## config.mk

```make
export PLATFORM = sky130hd
export DESIGN_NAME = thermal_throttle_hysteresis_core_flat
export DESIGN_NICKNAME = d
export VERILOG_FILES = /design/src/thth_pkg.sv /design/src/thth_if.sv /design/src/thth_rules.sv /design/src/thermal_throttle_hysteresis_core.sv /design/src/flat_wrapper.sv
export SDC_FILE = /design/constraint.sdc
export NUM_CORES = 1
export LEC_CHECK = 0
export ABC_CLOCK_PERIOD_IN_PS = 19800
export BUFFER_PORTS_ARGS = -buffer_cell sky130_fd_sc_hd__buf_2
export CORE_ASPECT_RATIO = 1.5
export CORE_MARGIN = 3
export CORE_UTILIZATION = 44
export DETAILED_ROUTE_END_ITERATION = 8
export PLACE_DENSITY_LB_ADDON = 0.08
export SYNTH_ARGS = -nofsm -noshare
export SYNTH_HDL_FRONTEND = slang
export SYNTH_SLANG_ARGS = --single-unit
```

## constraint.sdc

```tcl
create_clock -name clk -period 19.8 [get_ports clk]
set_input_delay 5.94 -clock clk [delete_from_list [all_inputs] [get_ports clk]]
set_output_delay 5.94 -clock clk [all_outputs]
set_load 0.02 [all_outputs]
```

## src/thth_pkg.sv

```systemverilog
`timescale 1ns / 1ps
`default_nettype none

package thth_pkg;

    localparam int unsigned FREQ_W  = 22;
    localparam int unsigned DEG_W   = 10;
    localparam int unsigned PACK_W  = 42;
    localparam int unsigned PDATA_W = 64;
    localparam int unsigned PADDR_W = 6;

    localparam logic [DEG_W-1:0]  TEMP_BOUND  = 10'd1000;
    localparam logic [FREQ_W-1:0] HW_MAX_RST  = 22'h3FFFFF;

    typedef enum logic [1:0] {
        LVL_NONE = 2'd0,
        LVL_LOW  = 2'd1,
        LVL_MID  = 2'd2,
        LVL_HIGH = 2'd3
    } thth_level_t;

    // register index, taken from paddr[5:3]
    typedef enum logic [2:0] {
        REG_LEVEL_HIGH = 3'd0,
        REG_LEVEL_MID  = 3'd1,
        REG_LEVEL_LOW  = 3'd2,
        REG_USER_MAX   = 3'd3,
        REG_HW_MAX     = 3'd4,
        REG_HW_MIN     = 3'd5,
        REG_ENABLE     = 3'd6
    } thth_reg_t;

    typedef struct packed {
        logic [PACK_W-1:0] level_high;
        logic [PACK_W-1:0] level_mid;
        logic [PACK_W-1:0] level_low;
        logic [FREQ_W-1:0] user_ceil;
        logic [FREQ_W-1:0] hw_ceil;
        logic [FREQ_W-1:0] hw_floor;
        logic              enable;
    } thth_cfg_t;

    typedef struct packed {
        thth_level_t       throttle_level;
        logic [FREQ_W-1:0] freq_ceil;
        logic [FREQ_W-1:0] freq_floor;
        logic              level_changed;
    } thth_result_t;

    function automatic logic [FREQ_W-1:0] pk_cap(input logic [PACK_W-1:0] p);
        return p[41:20];
    endfunction

    function automatic logic [DEG_W-1:0] pk_trip(input logic [PACK_W-1:0] p);
        return p[19:10];
    endfunction

    function automatic logic [DEG_W-1:0] pk_clear(input logic [PACK_W-1:0] p);
        return p[9:0];
    endfunction

endpackage

`default_nettype wire

```

## src/thth_if.sv

```systemverilog
`timescale 1ns / 1ps
`default_nettype none

interface thth_in_if
    import thth_pkg::*;
();
    logic              valid;
    logic              ready;
    logic [DEG_W-1:0]  temperature;
    logic              read_ok;
    logic [FREQ_W-1:0] policy_min;

    modport source (output valid, output temperature, output read_ok,
                    output policy_min, input ready);
    modport sink   (input valid, input temperature, input read_ok,
                    input policy_min, output ready);
endinterface

interface thth_out_if
    import thth_pkg::*;
();
    logic              valid;
    logic              ready;
    logic [1:0]        throttle_level;
    logic [FREQ_W-1:0] freq_ceil;
    logic [FREQ_W-1:0] freq_floor;
    logic              level_changed;

    modport source (output valid, output throttle_level, output freq_ceil,
                    output freq_floor, output level_changed, input ready);
    modport sink   (input valid, input throttle_level, input freq_ceil,
                    input freq_floor, input level_changed, output ready);
endinterface

`default_nettype wire

```

## src/thth_rules.sv

```systemverilog
`timescale 1ns / 1ps
`default_nettype none

// One sample through the trip/clear rules and the frequency limits.
module thth_rules
    import thth_pkg::*;
(
    input  wire thth_cfg_t         cfg,
    input  wire logic [DEG_W-1:0]  temperature,
    input  wire logic              read_ok,
    input  wire logic [FREQ_W-1:0] policy_min,
    input  wire thth_level_t       level_cur,
    input  wire logic [FREQ_W-1:0] cap_cur,
    output thth_level_t            level_next,
    output logic [FREQ_W-1:0]      cap_next,
    output thth_result_t           res
);

    logic [DEG_W-1:0]  trip_lo;
    logic [DEG_W-1:0]  trip_md;
    logic [DEG_W-1:0]  trip_hi;
    logic              apply;
    logic              user_set;
    logic [FREQ_W-1:0] maxf;

    assign trip_lo = pk_trip(cfg.level_low);
    assign trip_md = pk_trip(cfg.level_mid);
    assign trip_hi = pk_trip(cfg.level_high);
    assign apply   = cfg.enable && read_ok && (temperature <= TEMP_BOUND);

    // first matching rule wins
    always_comb
    begin
        level_next = level_cur;
        cap_next   = cap_cur;
        if (apply)
        begin
            priority if (temperature >= trip_lo && temperature < trip_md
                         && level_cur == LVL_NONE)
            begin
                cap_next   = pk_cap(cfg.level_low);
                level_next = LVL_LOW;
            end
            else if (temperature <= pk_clear(cfg.level_low) && level_cur != LVL_NONE)
            begin
                level_next = LVL_NONE;
            end
            else if (temperature >= trip_md && temperature < trip_hi
                     && (level_cur == LVL_NONE || level_cur == LVL_LOW))
            begin
                cap_next   = pk_cap(cfg.level_mid);
                level_next = LVL_MID;
            end
            else if (temperature < pk_clear(cfg.level_mid)
                     && (level_cur == LVL_MID || level_cur == LVL_HIGH))
            begin
                cap_next   = pk_cap(cfg.level_low);
                level_next = LVL_LOW;
            end
            else if (temperature >= trip_hi && level_cur != LVL_HIGH)
            begin
                cap_next   = pk_cap(cfg.level_high);
                level_next = LVL_HIGH;
            end
            else if (temperature < pk_clear(cfg.level_high) && level_cur == LVL_HIGH)
            begin
                cap_next   = pk_cap(cfg.level_mid);
                level_next = LVL_MID;
            end
            else
            begin
                // no rule matched, state held
                level_next = level_cur;
            end
        end
    end

    assign user_set = (cfg.user_ceil != '0);

    always_comb
    begin
        if (level_next == LVL_NONE)
            maxf = user_set ? cfg.user_ceil : cfg.hw_ceil;
        else if (user_set && cfg.user_ceil < cap_next)
            maxf = cfg.user_ceil;
        else
            maxf = cap_next;
    end

    assign res.throttle_level = level_next;
    assign res.freq_ceil      = maxf;
    assign res.freq_floor     = (policy_min > maxf) ? cfg.hw_floor : policy_min;
    assign res.level_changed  = (level_next != level_cur);

endmodule

`default_nettype wire

```

## src/thermal_throttle_hysteresis_core.sv

```systemverilog
`timescale 1ns / 1ps
`default_nettype none

// Channel  | Dir | Handshake       | Payload
// ---------+-----+-----------------+---------------------------------------------
// in_ch    | in  | valid / ready   | temperature[9:0], read_ok, policy_min[21:0]
// out_ch   | out | valid / ready   | throttle_level[1:0], freq_ceil[21:0],
//          |     |                 | freq_floor[21:0], level_changed
// apb      | in  | psel / penable  | paddr[5:0] (8*index), pwdata/prdata[63:0]
//
// Two register stages: an input register, then the result register. The
// rules and frequency limits sit between them, and one item is taken every
// cycle while out_ch keeps up.
// The throttle level and cap update at the edge the item enters the result
// register, so the next item already sees them.
// A stall on out_ch backs up through both stages; in_ch.ready drops only
// when both stages hold an item and the result is not being taken.
// rst_n clears the pipeline, the throttle state and the registers to their
// reset values; no clearing pass is needed.
module thermal_throttle_hysteresis_core
    import thth_pkg::*;
(
    input  wire logic               clk,
    input  wire logic               rst_n,
    thth_in_if.sink                 in_ch,
    thth_out_if.source              out_ch,
    input  wire logic               psel,
    input  wire logic               penable,
    input  wire logic               pwrite,
    input  wire logic [PADDR_W-1:0] paddr,
    input  wire logic [PDATA_W-1:0] pwdata,
    output logic [PDATA_W-1:0]      prdata,
    output logic                    pready
);

    // ---------------- configuration registers ----------------
    thth_cfg_t   cfg_reg;
    logic        cfg_we;
    thth_reg_t   cfg_sel;

    assign pready  = 1'b1;
    assign cfg_we  = psel && penable && pwrite;
    assign cfg_sel = thth_reg_t'(paddr[5:3]);

    always_ff @(posedge clk or negedge rst_n)
    begin
        if (!rst_n)
        begin
            cfg_reg.level_high <= '0;
            cfg_reg.level_mid  <= '0;
            cfg_reg.level_low  <= '0;
            cfg_reg.user_ceil  <= '0;
            cfg_reg.hw_ceil    <= HW_MAX_RST;
            cfg_reg.hw_floor   <= '0;
            cfg_reg.enable     <= 1'b0;
        end
        else if (cfg_we)
        begin
            unique case (cfg_sel)
                REG_LEVEL_HIGH: cfg_reg.level_high <= pwdata[PACK_W-1:0];
                REG_LEVEL_MID:  cfg_reg.level_mid  <= pwdata[PACK_W-1:0];
                REG_LEVEL_LOW:  cfg_reg.level_low  <= pwdata[PACK_W-1:0];
                REG_USER_MAX:   cfg_reg.user_ceil  <= pwdata[FREQ_W-1:0];
                REG_HW_MAX:     cfg_reg.hw_ceil    <= pwdata[FREQ_W-1:0];
                REG_HW_MIN:     cfg_reg.hw_floor   <= pwdata[FREQ_W-1:0];
                REG_ENABLE:     cfg_reg.enable     <= pwdata[0];
                default:        ;   // unmapped index, write dropped
            endcase
        end
    end

    always_comb
    begin
        unique case (cfg_sel)
            REG_LEVEL_HIGH: prdata = PDATA_W'(cfg_reg.level_high);
            REG_LEVEL_MID:  prdata = PDATA_W'(cfg_reg.level_mid);
            REG_LEVEL_LOW:  prdata = PDATA_W'(cfg_reg.level_low);
            REG_USER_MAX:   prdata = PDATA_W'(cfg_reg.user_ceil);
            REG_HW_MAX:     prdata = PDATA_W'(cfg_reg.hw_ceil);
            REG_HW_MIN:     prdata = PDATA_W'(cfg_reg.hw_floor);
            REG_ENABLE:     prdata = PDATA_W'(cfg_reg.enable);
            default:        prdata = '0;
        endcase
    end

    // ---------------- pipeline control ----------------
    logic s1_valid_reg;
    logic out_valid_reg;
    logic out_free;     // result register can take an item this cycle
    logic s1_move;      // input register hands its item on
    logic in_take;

    assign out_free     = !out_valid_reg || out_ch.ready;
    assign s1_move      = s1_valid_reg && out_free;
    assign in_ch.ready  = !s1_valid_reg || out_free;
    assign in_take      = in_ch.valid && in_ch.ready;

    always_ff @(posedge clk or negedge rst_n)
    begin
        if (!rst_n)
        begin
            s1_valid_reg  <= 1'b0;
            out_valid_reg <= 1'b0;
        end
        else
        begin
            if (in_ch.ready)
                s1_valid_reg <= in_ch.valid;
            if (out_free)
                out_valid_reg <= s1_valid_reg;
        end
    end

    // input register: payload only
    logic [DEG_W-1:0]  s1_temp_reg;
    logic              s1_ok_reg;
    logic [FREQ_W-1:0] s1_pmin_reg;

    always_ff @(posedge clk)
    begin
        if (in_take)
        begin
            s1_temp_reg <= in_ch.temperature;
            s1_ok_reg   <= in_ch.read_ok;
            s1_pmin_reg <= in_ch.policy_min;
        end
    end

    // ---------------- throttle state ----------------
    thth_level_t       level_reg;
    thth_level_t       level_next;
    logic [FREQ_W-1:0] cap_reg;
    logic [FREQ_W-1:0] cap_next;
    thth_result_t      res;
    logic              cfg_disable;

    thth_rules u_rules (
        .cfg         (cfg_reg),
        .temperature (s1_temp_reg),
        .read_ok     (s1_ok_reg),
        .policy_min  (s1_pmin_reg),
        .level_cur   (level_reg),
        .cap_cur     (cap_reg),
        .level_next  (level_next),
        .cap_next    (cap_next),
        .res         (res)
    );

    // writing enable = 0 drops straight to unthrottled, cap is kept
    assign cfg_disable = cfg_we && (cfg_sel == REG_ENABLE) && !pwdata[0];

    always_ff @(posedge clk or negedge rst_n)
    begin
        if (!rst_n)
        begin
            level_reg <= LVL_NONE;
            cap_reg   <= '0;
        end
        else
        begin
            if (s1_move)
                cap_reg <= cap_next;
            priority if (cfg_disable)
                level_reg <= LVL_NONE;
            else if (s1_move)
                level_reg <= level_next;
            else
                level_reg <= level_reg;
        end
    end

    // ---------------- result register ----------------
    thth_result_t out_res_reg;

    always_ff @(posedge clk)
    begin
        if (s1_move)
            out_res_reg <= res;
    end

    assign out_ch.valid          = out_valid_reg;
    assign out_ch.throttle_level = out_res_reg.throttle_level;
    assign out_ch.freq_ceil      = out_res_reg.freq_ceil;
    assign out_ch.freq_floor     = out_res_reg.freq_floor;
    assign out_ch.level_changed  = out_res_reg.level_changed;

    // ---------------- checks ----------------
    a_disabled_unthrottled: assert property (@(posedge clk) disable iff (!rst_n)
        !cfg_reg.enable |-> level_reg == LVL_NONE)
        else $error("throttle level set while disabled");

    a_skip_no_change: assert property (@(posedge clk) disable iff (!rst_n)
        (s1_move && !(cfg_reg.enable && s1_ok_reg)) |=> !out_res_reg.level_changed)
        else $error("level change flagged on a skipped sample");

    a_level_hold: assert property (@(posedge clk) disable iff (!rst_n)
        (!s1_move && !cfg_disable) |=> $stable(level_reg) && $stable(cap_reg))
        else $error("throttle state moved without an item or a disable");

    a_take_fills: assert property (@(posedge clk) disable iff (!rst_n)
        in_take |=> s1_valid_reg)
        else $error("accepted item lost from input register");

endmodule

`default_nettype wire

```

## src/flat_wrapper.sv

```systemverilog
// flat-port wrapper written by rule: the top's interface ports become plain ports
module thermal_throttle_hysteresis_core_flat import thth_pkg::*;
  (clk, rst_n, psel, penable, pwrite, paddr, pwdata, prdata, pready, in_ch_valid, in_ch_temperature, in_ch_read_ok, in_ch_policy_min, in_ch_ready, out_ch_valid, out_ch_throttle_level, out_ch_freq_ceil, out_ch_freq_floor, out_ch_level_changed, out_ch_ready);
  thth_in_if in_ch_i ();
  thth_out_if out_ch_i ();
  input  wire logic clk;
  input  wire logic rst_n;
  input  wire logic psel;
  input  wire logic penable;
  input  wire logic pwrite;
  input  wire logic [PADDR_W-1:0] paddr;
  input  wire logic [PDATA_W-1:0] pwdata;
  output logic [PDATA_W-1:0] prdata;
  output logic pready;
  input wire logic [$bits(in_ch_i.valid)-1:0] in_ch_valid;
  input wire logic [$bits(in_ch_i.temperature)-1:0] in_ch_temperature;
  input wire logic [$bits(in_ch_i.read_ok)-1:0] in_ch_read_ok;
  input wire logic [$bits(in_ch_i.policy_min)-1:0] in_ch_policy_min;
  output wire logic [$bits(in_ch_i.ready)-1:0] in_ch_ready;
  output wire logic [$bits(out_ch_i.valid)-1:0] out_ch_valid;
  output wire logic [$bits(out_ch_i.throttle_level)-1:0] out_ch_throttle_level;
  output wire logic [$bits(out_ch_i.freq_ceil)-1:0] out_ch_freq_ceil;
  output wire logic [$bits(out_ch_i.freq_floor)-1:0] out_ch_freq_floor;
  output wire logic [$bits(out_ch_i.level_changed)-1:0] out_ch_level_changed;
  input wire logic [$bits(out_ch_i.ready)-1:0] out_ch_ready;
  assign in_ch_i.valid = in_ch_valid;
  assign in_ch_i.temperature = in_ch_temperature;
  assign in_ch_i.read_ok = in_ch_read_ok;
  assign in_ch_i.policy_min = in_ch_policy_min;
  assign in_ch_ready = in_ch_i.ready;
  assign out_ch_valid = out_ch_i.valid;
  assign out_ch_throttle_level = out_ch_i.throttle_level;
  assign out_ch_freq_ceil = out_ch_i.freq_ceil;
  assign out_ch_freq_floor = out_ch_i.freq_floor;
  assign out_ch_level_changed = out_ch_i.level_changed;
  assign out_ch_i.ready = out_ch_ready;
  thermal_throttle_hysteresis_core u_core (.clk(clk), .rst_n(rst_n), .in_ch(in_ch_i), .out_ch(out_ch_i), .psel(psel), .penable(penable), .pwrite(pwrite), .paddr(paddr), .pwdata(pwdata), .prdata(prdata), .pready(pready));
endmodule
```

==> results.py <==
metrics = {
    "cts": {
        "root_buffer": "clkbuf_16",
        "cts_sinks": 299,
        "hold_buffers": 0,
        "clk_latency_ps": 580,
        "cts_tree": "built",
        "ctsHtreeMaxLevel": 1,
        "numCtsBuffers": 31,
        "worst_setup_hold_path_clk_slew_ps": 60,
        "clock_path_buffers": 3,
        "cts.repair.resized": 0,
        "cts_setup_buffers": 0,
    },
    "logic_synthesis": {
        "synth_area_per_cell_sq_um": 10.61,
        "synthFlopType": "dfrtp_1",
        "yosys_warnings": 0,
        "synth.area.top_cells": "dfrtp_1 29%, edfxtp_1 14%, mux2_2 11%",
        "async_reset_ff_share_pct": 73.24,
        "synth_edf_count": 80,
        "synth_most_common_cell": "dfrtp_1",
        "synth_compound_area_share_pct": 18.09,
        "synthDominantCellAreaShare_pct": 28.95,
        "post_synth_num_cell_types": 74,
        "synth_mux_area_share_pct": 13.56,
        "synth_top_family_by_area": "compound AO/OA/AOI/OAI gates",
        "yosys_register_bits": 299,
        "synth_area_sq_mm": 0.01703,
        "synth-simple-area-share_pct": 9.524,
        "netlist_instances": 1604,
        "synthAdderAreaFrac_pct": 7.422,
        "synthTopCellsByCount": "197 x dfrtp_1, 167 x mux2_2, 104 x nand2_1, 101 x ha_1, 101 x nor2_1",
        "yosysTopAreaCell": "dfrtp_1",
        "yosysSeqAreaShare_pct": 46.46,
        "synth_xor_area_share_pct": 0,
    },
    "timing": {
        "worst_slew_pin_slew_ps": 1117,
        "fin_crit_ps": 14330,
        "fin_ws_ps": 5468,
        "min_period_over_period_pct": 72.38,
        "rsz0062_at_grt": "no",
        "fmax_ghz": 0.06978,
        "tns_ps": 0,
        "final_hold_viol_count": 0,
        "worst_clock_skew_ps": 17.12,
        "setup_viol": 0,
        "slew_viol_final": 0,
        "max-slew-margin-rel_pct": 25.54,
    },
    "critical_path": {
        "crit_path_max_incr_delay_ps": 870,
        "critPathCaptureType": "output pin",
        "cp_common_cell": "buf_2",
        "worstPathArrival_ps": 8390,
        "worst-path-buf-inv": 2,
        "required_ps": 13860,
        "critical-path-top-delay-family": "simple AND/OR/NAND/NOR gates",
        "crit_fanout": 29,
        "start_kind": "input pin",
        "worstSetupPathType": "in -> out",
        "crit_path_top_delay_cell": "and2_1",
        "cp_cell_sequence": "buf_2 > nor2b_1 > and2_1 > a22oi_1 > nand3_1 > buf_2",
    },
    "status": {
        "status": "finished, final reports clean",
    },
    "detailed_routing": {
        "ant_nets": 0,
        "post_drt_via_cell_ratio": 6.035,
        "vias": 13706,
        "drc_errors": 0,
        "drt_first_pass_iters": 5,
        "wl_per_cell_microns": 25.45,
        "wirelength_microns": 57810,
        "drtIter0Drc": 796,
    },
    "grt": {
        "grt_use_met3_pct": 2.895,
        "grt_usage_pct": 27.48,
        "grt_pass1_wl_microns": 86210,
        "use_met1_pct": 32.01,
        "antenna_found_initial": 2,
        "grt_max_degree": 114,
        "grt_overflow_total": 0,
        "grt_pass1_vias": 13797,
        "top_usage_layer": "met2",
        "use_met2_pct": 49.92,
    },
    "final_layout": {
        "regArea_sq_mm": 0.007910,
        "nets": 1969,
        "multi_input_area_sq_mm": 0.008439,
        "largest_reg_flops": 193,
        "antennaDiodeCount": 0,
        "fillers": 3517,
        "drive_gt1_share_pct": 26.77,
        "area_growth_pct": 14.31,
    },
    "floorplanning": {
        "core_area_sq_mm": 0.03788,
        "rows": 87,
        "die-width_microns": 166.6,
        "fp.dieArea_sq_mm": 0.04114,
        "initial_core_util_pct": 44.95,
        "ios": 224,
        "fp.dieH_microns": 246.9,
    },
    "pwr": {
        "power_mw": 2.545,
        "p_per_area_mw_per_mm2": 130.8,
        "power.leakage_nw": 8.471,
        "vdd_drop_max_v": 0.00007626,
    },
    "placement": {
        "post-place-ws_ps": 5485,
        "dp_hpwl_microns": 41380,
        "port_buffers": 175,
        "gp_congestion": 0.9185,
    },
    "job": {
        "cap_violations": 0,
    },
    "worst_hold_path": {
        "worstHoldPathType": "reg -> reg",
    },
}
[metal layers]
| layer | vias to the layer above | routed length, microns |
|---|---|---|
| li1 | 6290 | - |
| met1 | 6792 | 21880 |
| met2 | 487 | 29770 |
| met3 | 135 | 2710 |
| met4 | 2 | 3427 |
| met5 | - | 13 |
[power by group]
part           switching (mW)  leakage (nW)  internal (mW)
Clock                   0.245         0.485          0.337
Combinational           0.606          4.55          0.417
Sequential              0.135          3.44          0.805
Total                   0.986          8.47           1.56
[worst paths after layout]
kind	from	end	slack, ps	depth (start not counted)
max in group asynchronous	rst_n	u_core.cfg_reg[63]	12970	2
min in group asynchronous	rst_n	u_core.cfg_reg[146]	5460	1
worst max-delay path	paddr[4]	prdata[4]	5470	6
worst max register to register	u_core.s1_temp_reg[5]	u_core.out_ch.freq_floor[20]	10850	26
worst min-delay path	u_core.s1_valid_reg	u_core.out_ch.valid	490	1
worst min register to register	u_core.s1_valid_reg	u_core.out_ch.valid	490	1
[cells by family after synthesis]
family,count (synthesis)
AOI/OAI and AO/OA,452
and+or+nand+nor,350
DFF,299
muxes,208
buffers and inverters,192
adders and majority gates,101
other,2
[cells in the final DEF, fill, tap and decap left out, types with 4 or more instances in the layout]
cell type | Yosys | layout
clkbuf_16 | 0 | 31
nor2b_1 | 7 | 7
a311o_1 | 15 | 15
nand2_1 | 104 | 104
o21ai_0 | 99 | 99
a221oi_1 | 10 | 10
and3_1 | 9 | 9
mux2i_1 | 36 | 36
o221ai_1 | 16 | 16
clkinv_1 | 0 | 4
nand4_1 | 18 | 18
o21a_1 | 5 | 5
dfstp_2 | 22 | 22
nor4_1 | 7 | 6
buf_4 | 25 | 50
mux2_2 | 167 | 167
ha_1 | 101 | 101
a31oi_1 | 15 | 15
nand2b_1 | 8 | 8
mux2_1 | 4 | 4
nor2_1 | 101 | 101
o21ai_1 | 18 | 17
a22oi_1 | 63 | 63
clkinv_2 | 0 | 5
a21oi_1 | 79 | 79
inv_1 | 67 | 66
nand3_1 | 47 | 47
a21o_1 | 24 | 24
a221o_1 | 7 | 7
clkbuf_1 | 72 | 11
nor3_1 | 18 | 16
conb_1 | 2 | 23
and2_1 | 15 | 12
a311oi_1 | 4 | 4
dfrtp_1 | 197 | 197
edfxtp_1 | 80 | 80
buf_2 | 10 | 174
a211oi_1 | 57 | 56
[stage by stage]
stage	std cells	cell area [sq um]	hold WS, ps	util (%)
final	2271	19460	490.3	51.38
after global routing	2271	19460	525.0	51.38
after CTS	2271	19460	492.3	51.38
after detailed placement	2214	18470	480.9	48.77
after global placement	2214	18470	466.4	48.77
after floorplan	1625	17110	457.2	-
[area by class of cell]
cell class | instances | area share, %
multi-input cells | 1134 | 43.36
flip-flops and latches | 299 | 40.64
repair buffers | 225 | 6.480
clock buffers | 45 | 4.410
well taps | 489 | 3.144
inverters | 67 | 1.292
clock inverters | 12 | 0.6686
(Power assumes the default switching activity.)
